==> src/hdl/edcc_pkg.sv <==
// Shared types, codes and calendar tables for the epoch-day calendar converter.
// No dependencies; imported by the interfaces and all modules.
package edcc_pkg;

    localparam logic OP_TO_DAYS = 1'b0;
    localparam logic OP_TO_DATE = 1'b1;

    localparam logic ST_OK    = 1'b0;
    localparam logic ST_RANGE = 1'b1;

    localparam logic [7:0] LAST_YEAR_OFF = 8'd199;
    localparam logic [3:0] MONTH_LAST    = 4'd11;
    localparam logic [3:0] MONTH_CLAMP   = 4'd12;

    typedef struct packed {
        logic        opcode;
        logic [7:0]  year_since_1900;
        logic [3:0]  month_index;
        logic [4:0]  day_of_month;
        logic [15:0] day_count;
    } t_in_item;

    typedef struct packed {
        logic [15:0] result_days;
        logic [7:0]  result_year;
        logic [3:0]  result_month;
        logic [4:0]  result_mday;
        logic [2:0]  weekday;
        logic        status;
    } t_out_item;

    // request to the shared add/subtract unit
    typedef struct packed {
        logic [15:0] a;
        logic [15:0] b;
        logic        sub;
    } t_alu_req;

    typedef struct packed {
        logic [15:0] res;
        logic        ge;   // a >= b, valid when sub
    } t_alu_rsp;

    // year given as offset from 1900; covers 1900..2411
    function automatic logic is_leap(input logic [8:0] yoff);
        is_leap = (yoff[1:0] == 2'b00) && (yoff != 9'd0) && (yoff != 9'd200)
                  && (yoff != 9'd300) && (yoff != 9'd400);
    endfunction

    function automatic logic [15:0] year_len(input logic [8:0] yoff);
        year_len = is_leap(yoff) ? 16'd366 : 16'd365;
    endfunction

    // days before the first of month idx; idx of 12 and above gives the year length
    function automatic logic [15:0] cum_days(input logic leap, input logic [3:0] idx);
        logic [15:0] d;
        unique case (idx)
            4'd0:    d = 16'd0;
            4'd1:    d = 16'd31;
            4'd2:    d = 16'd59;
            4'd3:    d = 16'd90;
            4'd4:    d = 16'd120;
            4'd5:    d = 16'd151;
            4'd6:    d = 16'd181;
            4'd7:    d = 16'd212;
            4'd8:    d = 16'd243;
            4'd9:    d = 16'd273;
            4'd10:   d = 16'd304;
            4'd11:   d = 16'd334;
            default: d = 16'd365;
        endcase
        if (leap && (idx >= 4'd2)) begin
            d = d + 16'd1;
        end
        cum_days = d;
    endfunction

    // x mod 7: 8 = 1 (mod 7), so 3-bit groups are summed and folded
    function automatic logic [2:0] mod7(input logic [15:0] x);
        logic [5:0] s1;
        logic [3:0] s2;
        logic [3:0] s3;
        s1 = {3'd0, x[2:0]} + {3'd0, x[5:3]} + {3'd0, x[8:6]} + {3'd0, x[11:9]}
             + {3'd0, x[14:12]} + {5'd0, x[15]};
        s2 = {1'b0, s1[2:0]} + {1'b0, s1[5:3]};
        s3 = {1'b0, s2[2:0]} + {3'd0, s2[3]};
        mod7 = (s3 == 4'd7) ? 3'd0 : s3[2:0];
    endfunction

endpackage

==> src/hdl/edcc_in_if.sv <==
// Input and output item channels of the epoch-day calendar converter.
// Depends on edcc_pkg.
interface edcc_in_if import edcc_pkg::*; ();
    logic     valid;
    logic     ready;
    t_in_item payload;

    modport source (output valid, output payload, input ready);
    modport sink   (input valid, input payload, output ready);
endinterface

interface edcc_out_if import edcc_pkg::*; ();
    logic      valid;
    logic      ready;
    t_out_item payload;

    modport source (output valid, output payload, input ready);
    modport sink   (input valid, input payload, output ready);
endinterface

==> src/hdl/edcc_addsub.sv <==
// Shared 16-bit add/subtract unit with magnitude compare.
// Depends on edcc_pkg.
module edcc_addsub import edcc_pkg::*; (
    input  t_alu_req i_req,
    output t_alu_rsp o_rsp
);
    logic [16:0] sum;

    always_comb begin
        if (i_req.sub) begin
            sum = {1'b0, i_req.a} + {1'b0, ~i_req.b} + 17'd1;
        end else begin
            sum = {1'b0, i_req.a} + {1'b0, i_req.b};
        end
    end

    assign o_rsp.res = sum[15:0];
    assign o_rsp.ge  = sum[16];   // no borrow
endmodule

==> src/hdl/epoch_day_calendar_converter.sv <==
// Top level: sequencer around one shared add/subtract unit.
// Depends on edcc_pkg, edcc_in_if/edcc_out_if and edcc_addsub.
//
//  channel  dir  handshake           payload
//  i_in     in   valid/ready         opcode, year, month, day, day_count
//  o_out    out  valid/ready         days, year, month, mday, weekday, status
//
// The year walk through the shared adder sets the time from acceptance to a result.
// Date to days walks years from BASE_YEAR, adds the day of month and subtracts one;
// days to date walks years, then months. An out-of-range year goes straight to S_DONE.
// i_in.ready is high only while idle. A finished item waits in the output register;
// the next item may be taken meanwhile, and a full output register holds the block in
// its last state until o_out.ready. Synchronous active-low reset.
module epoch_day_calendar_converter import edcc_pkg::*; #(
    parameter int BASE_YEAR = 1970
) (
    input  logic              i_clk,
    input  logic              i_rst_n,
    edcc_in_if.sink           i_in,
    edcc_out_if.source        o_out
);
    localparam logic [8:0] BASE_OFF = 9'(BASE_YEAR - 1900);
    localparam int         PREV     = BASE_YEAR - 1;
    localparam int         BASE_WD  =
        (1 + 5 * (PREV % 4) + 4 * (PREV % 100) + 6 * (PREV % 400)) % 7;

    localparam logic [2:0] S_IDLE  = 3'd0;
    localparam logic [2:0] S_YEAR  = 3'd1;
    localparam logic [2:0] S_ADDD  = 3'd2;
    localparam logic [2:0] S_DEC   = 3'd3;
    localparam logic [2:0] S_MONTH = 3'd4;
    localparam logic [2:0] S_MSUB  = 3'd5;
    localparam logic [2:0] S_MOD   = 3'd6;
    localparam logic [2:0] S_DONE  = 3'd7;

    logic [2:0]  r_state, n_state;
    logic        r_op, n_op;
    logic        r_err, n_err;
    logic [8:0]  r_year, n_year;     // walking year, offset from 1900
    logic [8:0]  r_tgt, n_tgt;       // target year for date to days
    logic [3:0]  r_mon, n_mon;
    logic [4:0]  r_mday, n_mday;
    logic [15:0] r_days, n_days;     // accumulated or echoed day count
    logic [15:0] r_rem, n_rem;
    logic [2:0]  r_wd, n_wd;
    t_out_item   r_out, n_out;
    logic        r_out_valid, n_out_valid;

    t_alu_req    alu_req;
    t_alu_rsp    alu_rsp;
    logic        leap_cur;
    logic [3:0]  wd_sum;
    logic [2:0]  wd_final;

    edcc_addsub u_addsub (
        .i_req (alu_req),
        .o_rsp (alu_rsp)
    );

    assign leap_cur = is_leap(r_year);

    assign wd_sum   = {1'b0, r_wd} + 4'(BASE_WD);
    assign wd_final = (wd_sum >= 4'd7) ? 3'(wd_sum - 4'd7) : wd_sum[2:0];

    assign i_in.ready    = (r_state == S_IDLE);
    assign o_out.valid   = r_out_valid;
    assign o_out.payload = r_out;

    always_comb begin
        alu_req.a   = r_days;
        alu_req.b   = 16'd0;
        alu_req.sub = 1'b0;
        unique case (r_state)
            S_YEAR: begin
                if (r_op == OP_TO_DAYS) begin
                    alu_req.a = r_days;
                    alu_req.b = (r_year < r_tgt) ? year_len(r_year)
                                                 : cum_days(is_leap(r_tgt), r_mon);
                end else begin
                    alu_req.a   = r_rem;
                    alu_req.b   = year_len(r_year);
                    alu_req.sub = 1'b1;
                end
            end
            S_ADDD: begin
                alu_req.b = {11'd0, r_mday};
            end
            S_DEC: begin
                alu_req.b   = 16'd1;
                alu_req.sub = 1'b1;
            end
            S_MONTH: begin
                alu_req.a   = r_rem;
                alu_req.b   = cum_days(leap_cur, r_mon + 4'd1);
                alu_req.sub = 1'b1;
            end
            S_MSUB: begin
                alu_req.a   = r_rem;
                alu_req.b   = cum_days(leap_cur, r_mon);
                alu_req.sub = 1'b1;
            end
            default: begin
                alu_req.a = r_days;
            end
        endcase
    end

    always_comb begin
        n_state     = r_state;
        n_op        = r_op;
        n_err       = r_err;
        n_year      = r_year;
        n_tgt       = r_tgt;
        n_mon       = r_mon;
        n_mday      = r_mday;
        n_days      = r_days;
        n_rem       = r_rem;
        n_wd        = r_wd;
        n_out       = r_out;
        n_out_valid = r_out_valid;

        if (o_out.valid && o_out.ready) begin
            n_out_valid = 1'b0;
        end

        unique case (r_state)
            S_IDLE: begin
                if (i_in.valid) begin
                    n_op   = i_in.payload.opcode;
                    n_tgt  = {1'b0, i_in.payload.year_since_1900};
                    n_mon  = (i_in.payload.month_index > MONTH_CLAMP) ? MONTH_CLAMP
                                                                      : i_in.payload.month_index;
                    n_mday = i_in.payload.day_of_month;
                    n_year = BASE_OFF;
                    n_err  = 1'b0;
                    if (i_in.payload.opcode == OP_TO_DAYS) begin
                        n_days = 16'd0;
                        if (({1'b0, i_in.payload.year_since_1900} < BASE_OFF) ||
                            (i_in.payload.year_since_1900 > LAST_YEAR_OFF)) begin
                            n_err   = 1'b1;
                            n_state = S_DONE;
                        end else begin
                            n_state = S_YEAR;
                        end
                    end else begin
                        n_days  = i_in.payload.day_count;
                        n_rem   = i_in.payload.day_count;
                        n_state = S_YEAR;
                    end
                end
            end
            S_YEAR: begin
                if (r_op == OP_TO_DAYS) begin
                    n_days = alu_rsp.res;
                    if (r_year < r_tgt) begin
                        n_year = r_year + 9'd1;
                    end else begin
                        n_state = S_ADDD;
                    end
                end else begin
                    if (alu_rsp.ge) begin
                        n_rem  = alu_rsp.res;
                        n_year = r_year + 9'd1;
                    end else begin
                        n_mon   = 4'd0;
                        n_state = S_MONTH;
                    end
                end
            end
            S_ADDD: begin
                n_days  = alu_rsp.res;
                n_state = S_DEC;
            end
            S_DEC: begin
                n_days  = alu_rsp.res;
                n_state = S_MOD;
            end
            S_MONTH: begin
                if ((r_mon < MONTH_LAST) && alu_rsp.ge) begin
                    n_mon = r_mon + 4'd1;
                end else begin
                    n_state = S_MSUB;
                end
            end
            S_MSUB: begin
                n_rem   = alu_rsp.res;
                n_state = S_MOD;
            end
            S_MOD: begin
                n_wd    = mod7(r_days);
                n_state = S_DONE;
            end
            S_DONE: begin
                if (!r_out_valid || o_out.ready) begin
                    n_out_valid = 1'b1;
                    n_state     = S_IDLE;
                    n_out       = '0;
                    if (r_err) begin
                        n_out.status = ST_RANGE;
                    end else begin
                        n_out.status      = ST_OK;
                        n_out.result_days = r_days;
                        n_out.weekday     = wd_final;
                        if (r_op == OP_TO_DATE) begin
                            n_out.result_year  = r_year[7:0];
                            n_out.result_month = r_mon;
                            n_out.result_mday  = r_rem[4:0] + 5'd1;
                        end
                    end
                end
            end
            default: begin
                n_state = S_IDLE;
            end
        endcase
    end

    always_ff @(posedge i_clk) begin
        if (!i_rst_n) begin
            r_state     <= S_IDLE;
            r_out_valid <= 1'b0;
        end else begin
            r_state     <= n_state;
            r_out_valid <= n_out_valid;
        end
        r_op   <= n_op;
        r_err  <= n_err;
        r_year <= n_year;
        r_tgt  <= n_tgt;
        r_mon  <= n_mon;
        r_mday <= n_mday;
        r_days <= n_days;
        r_rem  <= n_rem;
        r_wd   <= n_wd;
        r_out  <= n_out;
    end
endmodule
==> src/flat_wrapper.sv <==
// flat-port wrapper written by rule: the top's interface ports become plain ports
module epoch_day_calendar_converter_flat import edcc_pkg::*;
#(
    parameter int BASE_YEAR = 1970
)
  (i_clk, i_rst_n, i_in_valid, i_in_payload, i_in_ready, o_out_valid, o_out_payload, o_out_ready);
  edcc_in_if i_in_i ();
  edcc_out_if o_out_i ();
  input  logic i_clk;
  input  logic i_rst_n;
  input wire logic [$bits(i_in_i.valid)-1:0] i_in_valid;
  input wire logic [$bits(i_in_i.payload)-1:0] i_in_payload;
  output wire logic [$bits(i_in_i.ready)-1:0] i_in_ready;
  output wire logic [$bits(o_out_i.valid)-1:0] o_out_valid;
  output wire logic [$bits(o_out_i.payload)-1:0] o_out_payload;
  input wire logic [$bits(o_out_i.ready)-1:0] o_out_ready;
  assign i_in_i.valid = i_in_valid;
  assign i_in_i.payload = i_in_payload;
  assign i_in_ready = i_in_i.ready;
  assign o_out_valid = o_out_i.valid;
  assign o_out_payload = o_out_i.payload;
  assign o_out_i.ready = o_out_ready;
  epoch_day_calendar_converter #(.BASE_YEAR(BASE_YEAR)) u_core (.i_clk(i_clk), .i_rst_n(i_rst_n), .i_in(i_in_i), .o_out(o_out_i));
endmodule
==> config.mk <==
export PLATFORM = sky130hd
export DESIGN_NAME = epoch_day_calendar_converter_flat
export DESIGN_NICKNAME = d
export VERILOG_FILES = /design/src/hdl/edcc_pkg.sv /design/src/hdl/edcc_in_if.sv /design/src/hdl/edcc_addsub.sv /design/src/hdl/epoch_day_calendar_converter.sv /design/src/flat_wrapper.sv
export SDC_FILE = /design/constraint.sdc
export NUM_CORES = 1
export LEC_CHECK = 0
export BUFFER_PORTS_ARGS = -buffer_cell sky130_fd_sc_hd__buf_2
export CAP_MARGIN = 15
export CORE_MARGIN = 4
export CORE_UTILIZATION = 50
export CTS_CLUSTER_DIAMETER = 50
export DETAILED_ROUTE_END_ITERATION = 6
export GPL_TIMING_DRIVEN = 0
export PLACE_DENSITY = 0.69
export SETUP_SLACK_MARGIN = 0.15
export SLEW_MARGIN = 20
export SYNTH_ARGS = -nofsm -noshare
export SYNTH_HDL_FRONTEND = slang
export SYNTH_SLANG_ARGS = --single-unit
==> constraint.sdc <==
create_clock -name i_clk -period 11.8 [get_ports i_clk]
set_input_delay 0.59 -clock i_clk [delete_from_list [all_inputs] [get_ports i_clk]]
set_output_delay 0.59 -clock i_clk [all_outputs]
set_load 0.03 [all_outputs]
==> flow_summary_export.csv <==
group,metric,value,unit
run_status,status,"finished, final reports clean",
route,route.detailed.wl_per_inst,17.7,um
floorplan,initial_standard_cell_utilization_of_the_core,51.5,%
floorplan,design.portCount,77,
synth,synth_xor_area_share,5.51,%
synth,synthSimpleGateAreaFrac,17.5,%
grt,globalRoute.totalOverflow,0,
timing,timing.clock.skew,0.0109,ns
setup_path,worst_ep_arrival_time,7.19,ns
synth,synth_cell_type_count,84,
floorplan,core-area,16100,um^2
timing,maxSlewViolCount,0,
final_layout,final_net_count,1076,
timing,fin_tns_setup,0,ns
synth,yosys-mux-area-fraction,2.68,%
synth,post_synth_main_area_contributors,"sky130_fd_sc_hd__edfxtp_1 (36%), sky130_fd_sc_hd__ha_1 (8.3%), sky130_fd_sc_hd__o21ai_0 (3.9%)",
setup_path,crit_path_frequent_cell,"sky130_fd_sc_hd__ha_1",
clock_tree,tritoncts,"yes",
clock_tree,post_cts_resized,0,
floorplan,dieWidth,137,um
timing,rsz_0062_raised_after_global_routing,"no",
clock_tree,cts.repair_timing.setup_buffer_count,0,
setup_path,worst_path_max_delay_cell,"sky130_fd_sc_hd__nor4_2",
placed_design,place.detailed.hpwl,16400,um
clock_tree,htree_levels,4,
setup_path,cpPeakStageDelay,0.46,ns
route,postRouteAntennaNets,0,
placed_design,port-buffer-count,76,
route,routed_wl,21200,um
timing,post-route-period-util,58.4,%
final_layout,area_delta_synth_final,16.0,%
grt,maximum_number_of_pins_on_one_net_before_global_route_repair,26,
clock_tree,postCtsHoldBufs,0,
timing,max_clock_freq,0.145,GHz
setup_path,cp_data_required_time,12.10,ns
synth,synthesis.area_per_instance,9.47,um^2
synth,post_synthesis_instance_total,873,
setup_path,crit_fanout,13,
synth,synth_compound_area_share,19.1,%
setup_path,worst-path-buf-inv,6,
synth,yosysMostFrequentCell,"sky130_fd_sc_hd__edfxtp_1",
grt,globalRouteTotalUtil,23.2,%
setup_path,critical_path.startpoint_type,"flop",
setup_path,cp-end-kind,"flop",
clock_tree,root_buffer,"sky130_fd_sc_hd__clkbuf_16",
grt,first_global_vias,6373,
floorplan,die_area,18700,um^2
final_layout,fill_cells,1389,
timing,report.final.setup_viol,0,
final_layout,diodes,0,
placed_design,gpl.final_weighted_congestion,0.915,
timing,final-hold-violation-count,0,
floorplan,fp-row-count,46,
synth,combinational_family_with_the_most_area_after_synthesis,"compound AO/OA/AOI/OAI gates",
clock_tree,clk_sinks,113,
timing,period_minus_slack,6.89,ns
timing,worstMarginPinSlew,0.930,ns
synth,synth_top_area_share,36.3,%
setup_path,timing.critical_path.max_delay_family,"compound AO/OA/AOI/OAI gates",
synth,synth_adder_area_share,11.1,%
clock_tree,clk_transition_reported_paths,0.05,ns
grt,wire_length_of_the_first_global_routing_pass,33400,um
route,first_iter_violations,642,
synth,synth.largest_area_cell,"sky130_fd_sc_hd__edfxtp_1",
synth,most_frequent_cells_after_synthesis,"sky130_fd_sc_hd__edfxtp_1 (100), sky130_fd_sc_hd__nor2_1 (80), sky130_fd_sc_hd__nand2_1 (74)",
floorplan,die_h,137,um
synth,ys_dominant_reg_cell,"sky130_fd_sc_hd__edfxtp_1",
clock_tree,numCtsBuffers,17,
route,via_cell_ratio,5.78,
route,first_pass_iters,5,
run,maxCapViolCount,0,
final_layout,final_layout_size_suffix_gt1_share,16.2,%
route,via_count,6947,
synth,netlist_area,8270,um^2
grt,antenna_violations_before_repair,0,
synth,ys_seq_elements,113,
route,drcViolationCount,0,
synth,synth-edff-count,100,
clock_tree,cts_buffer_depth,2,
synth,register_area_share_after_synthesis,39.5,%
setup_path,worst-setup-path-type,"reg2reg",
timing,timing.max_slew.rel_slack,37.4,%
synth,syn_nets,977,
clock_tree,clkLatencyLatePin,0.42,ns
synth,synthesis.yosys.warnings,0,
worst_hold_path,timing.hold.worst.class,"in2reg",
synth,synthArstFlopShare,0,%
## worst reg2reg max path, cell delays in order, from the launching register on
cell,delay (ns)
sky130_fd_sc_hd__edfxtp_1,0.40
sky130_fd_sc_hd__buf_2,0.23
sky130_fd_sc_hd__inv_1,0.14
sky130_fd_sc_hd__ha_1,0.30
sky130_fd_sc_hd__clkbuf_1,0.28
sky130_fd_sc_hd__nand2_1,0.11
sky130_fd_sc_hd__mux2_2,0.27
sky130_fd_sc_hd__o22ai_1,0.35
sky130_fd_sc_hd__ha_1,0.21
sky130_fd_sc_hd__inv_1,0.04
sky130_fd_sc_hd__nor4_2,0.46
sky130_fd_sc_hd__xor2_1,0.20
sky130_fd_sc_hd__o21ai_1,0.09
sky130_fd_sc_hd__or3_1,0.36
sky130_fd_sc_hd__ha_1,0.37
sky130_fd_sc_hd__nor2b_1,0.18
sky130_fd_sc_hd__o31a_1,0.27
sky130_fd_sc_hd__o211ai_1,0.27
sky130_fd_sc_hd__a211oi_2,0.17
sky130_fd_sc_hd__o31ai_4,0.42
sky130_fd_sc_hd__nand2_1,0.18
sky130_fd_sc_hd__inv_1,0.12
sky130_fd_sc_hd__buf_2,0.25
sky130_fd_sc_hd__a21oi_1,0.15
sky130_fd_sc_hd__ha_1,0.28
sky130_fd_sc_hd__maj3_1,0.36
sky130_fd_sc_hd__a211o_1,0.31
## layout by cell type, fill, tap and decap left out, types with 13 or more instances in the layout
cell	synthesis	final
sky130_fd_sc_hd__clkbuf_16	0	17
sky130_fd_sc_hd__a21oi_1	41	40
sky130_fd_sc_hd__o21ai_0	64	64
sky130_fd_sc_hd__xor2_1	23	23
sky130_fd_sc_hd__nand2_1	74	74
sky130_fd_sc_hd__xnor2_1	29	29
sky130_fd_sc_hd__ha_1	55	55
sky130_fd_sc_hd__buf_2	8	84
sky130_fd_sc_hd__nor2b_1	15	14
sky130_fd_sc_hd__clkbuf_1	25	30
sky130_fd_sc_hd__nand3_1	33	33
sky130_fd_sc_hd__inv_1	51	51
sky130_fd_sc_hd__dfxtp_1	13	13
sky130_fd_sc_hd__nor3_1	19	18
sky130_fd_sc_hd__nor2_1	80	80
sky130_fd_sc_hd__edfxtp_1	100	100
sky130_fd_sc_hd__a21o_1	19	19
## registers in the layout, indices dropped and copies added, names as in the netlist, 4 cells and up, named ones only
signal                cells
u_core.o_out.payload     37
u_core.r_days            16
u_core.r_mday             5
u_core.r_mon              4
u_core.r_rem             16
u_core.r_tgt              8
u_core.r_year             9
## final timing paths
| path | startpoint | endpoint | slack [ns] | cells after the start |
|---|---|---|---|---|
| setup / recovery | u_core.r_mon[0] | flop | 4.91 | 26 |
| hold / removal | i_in_payload[25] | u_core.r_tgt[0] | 0.35 | 1 |
| setup reg to reg | u_core.r_mon[0] | flop | 4.91 | 26 |
| hold reg to reg | u_core.o_out.valid | u_core.o_out.valid | 0.54 | 2 |
## cell families after synthesis
family | Yosys count
fa+ha+maj | 67
flops | 113
xor+xnor | 52
simple gates | 297
mux | 20
compound gates | 233
buf+inv | 91
## metrics by stage
step	cell area [um^2]	utilization, %	instances	hold WS, ns	setup slack [ns]
after floorplan	8270	-	873	0.463	5.81
after global placement	8920	55.5	1165	0.531	4.27
after detailed placement	9010	56.1	1169	0.538	4.96
after CTS	9590	59.7	1201	0.330	4.95
after global routing	9590	59.7	1201	0.337	4.35
final	9590	59.7	1201	0.346	4.91
## area by class of cell
| type | count | area, um^2 | area share [%] |
|---|---|---|---|
| inverters | 52 | 195 | 2.04 |
| flip-flops and latches | 113 | 3260 | 34.0 |
| plain buffers | 39 | 183 | 1.91 |
| repair buffers | 80 | 442 | 4.61 |
| multi-input cells | 669 | 4660 | 48.6 |
| well taps | 216 | 270 | 2.82 |
| clock buffers | 26 | 499 | 5.21 |
| clock inverters | 6 | 81.3 | 0.848 |
## metal layers
metal | vias up | GRT usage, % | wire length (um) | part of all wire, %
li1 | 3399 | - | - | -
met4 | 0 | 8.06 | 408 | 1.9
met1 | 3256 | 32.8 | 9680 | 46
met2 | 259 | 36.3 | 9720 | 46
met3 | 33 | 3.60 | 1400 | 6.6
met5 | - | 0 | 0 | 0
Power is not shown: default switching activity piles up to over one toggle a cycle in this logic, so the estimate is an artifact.
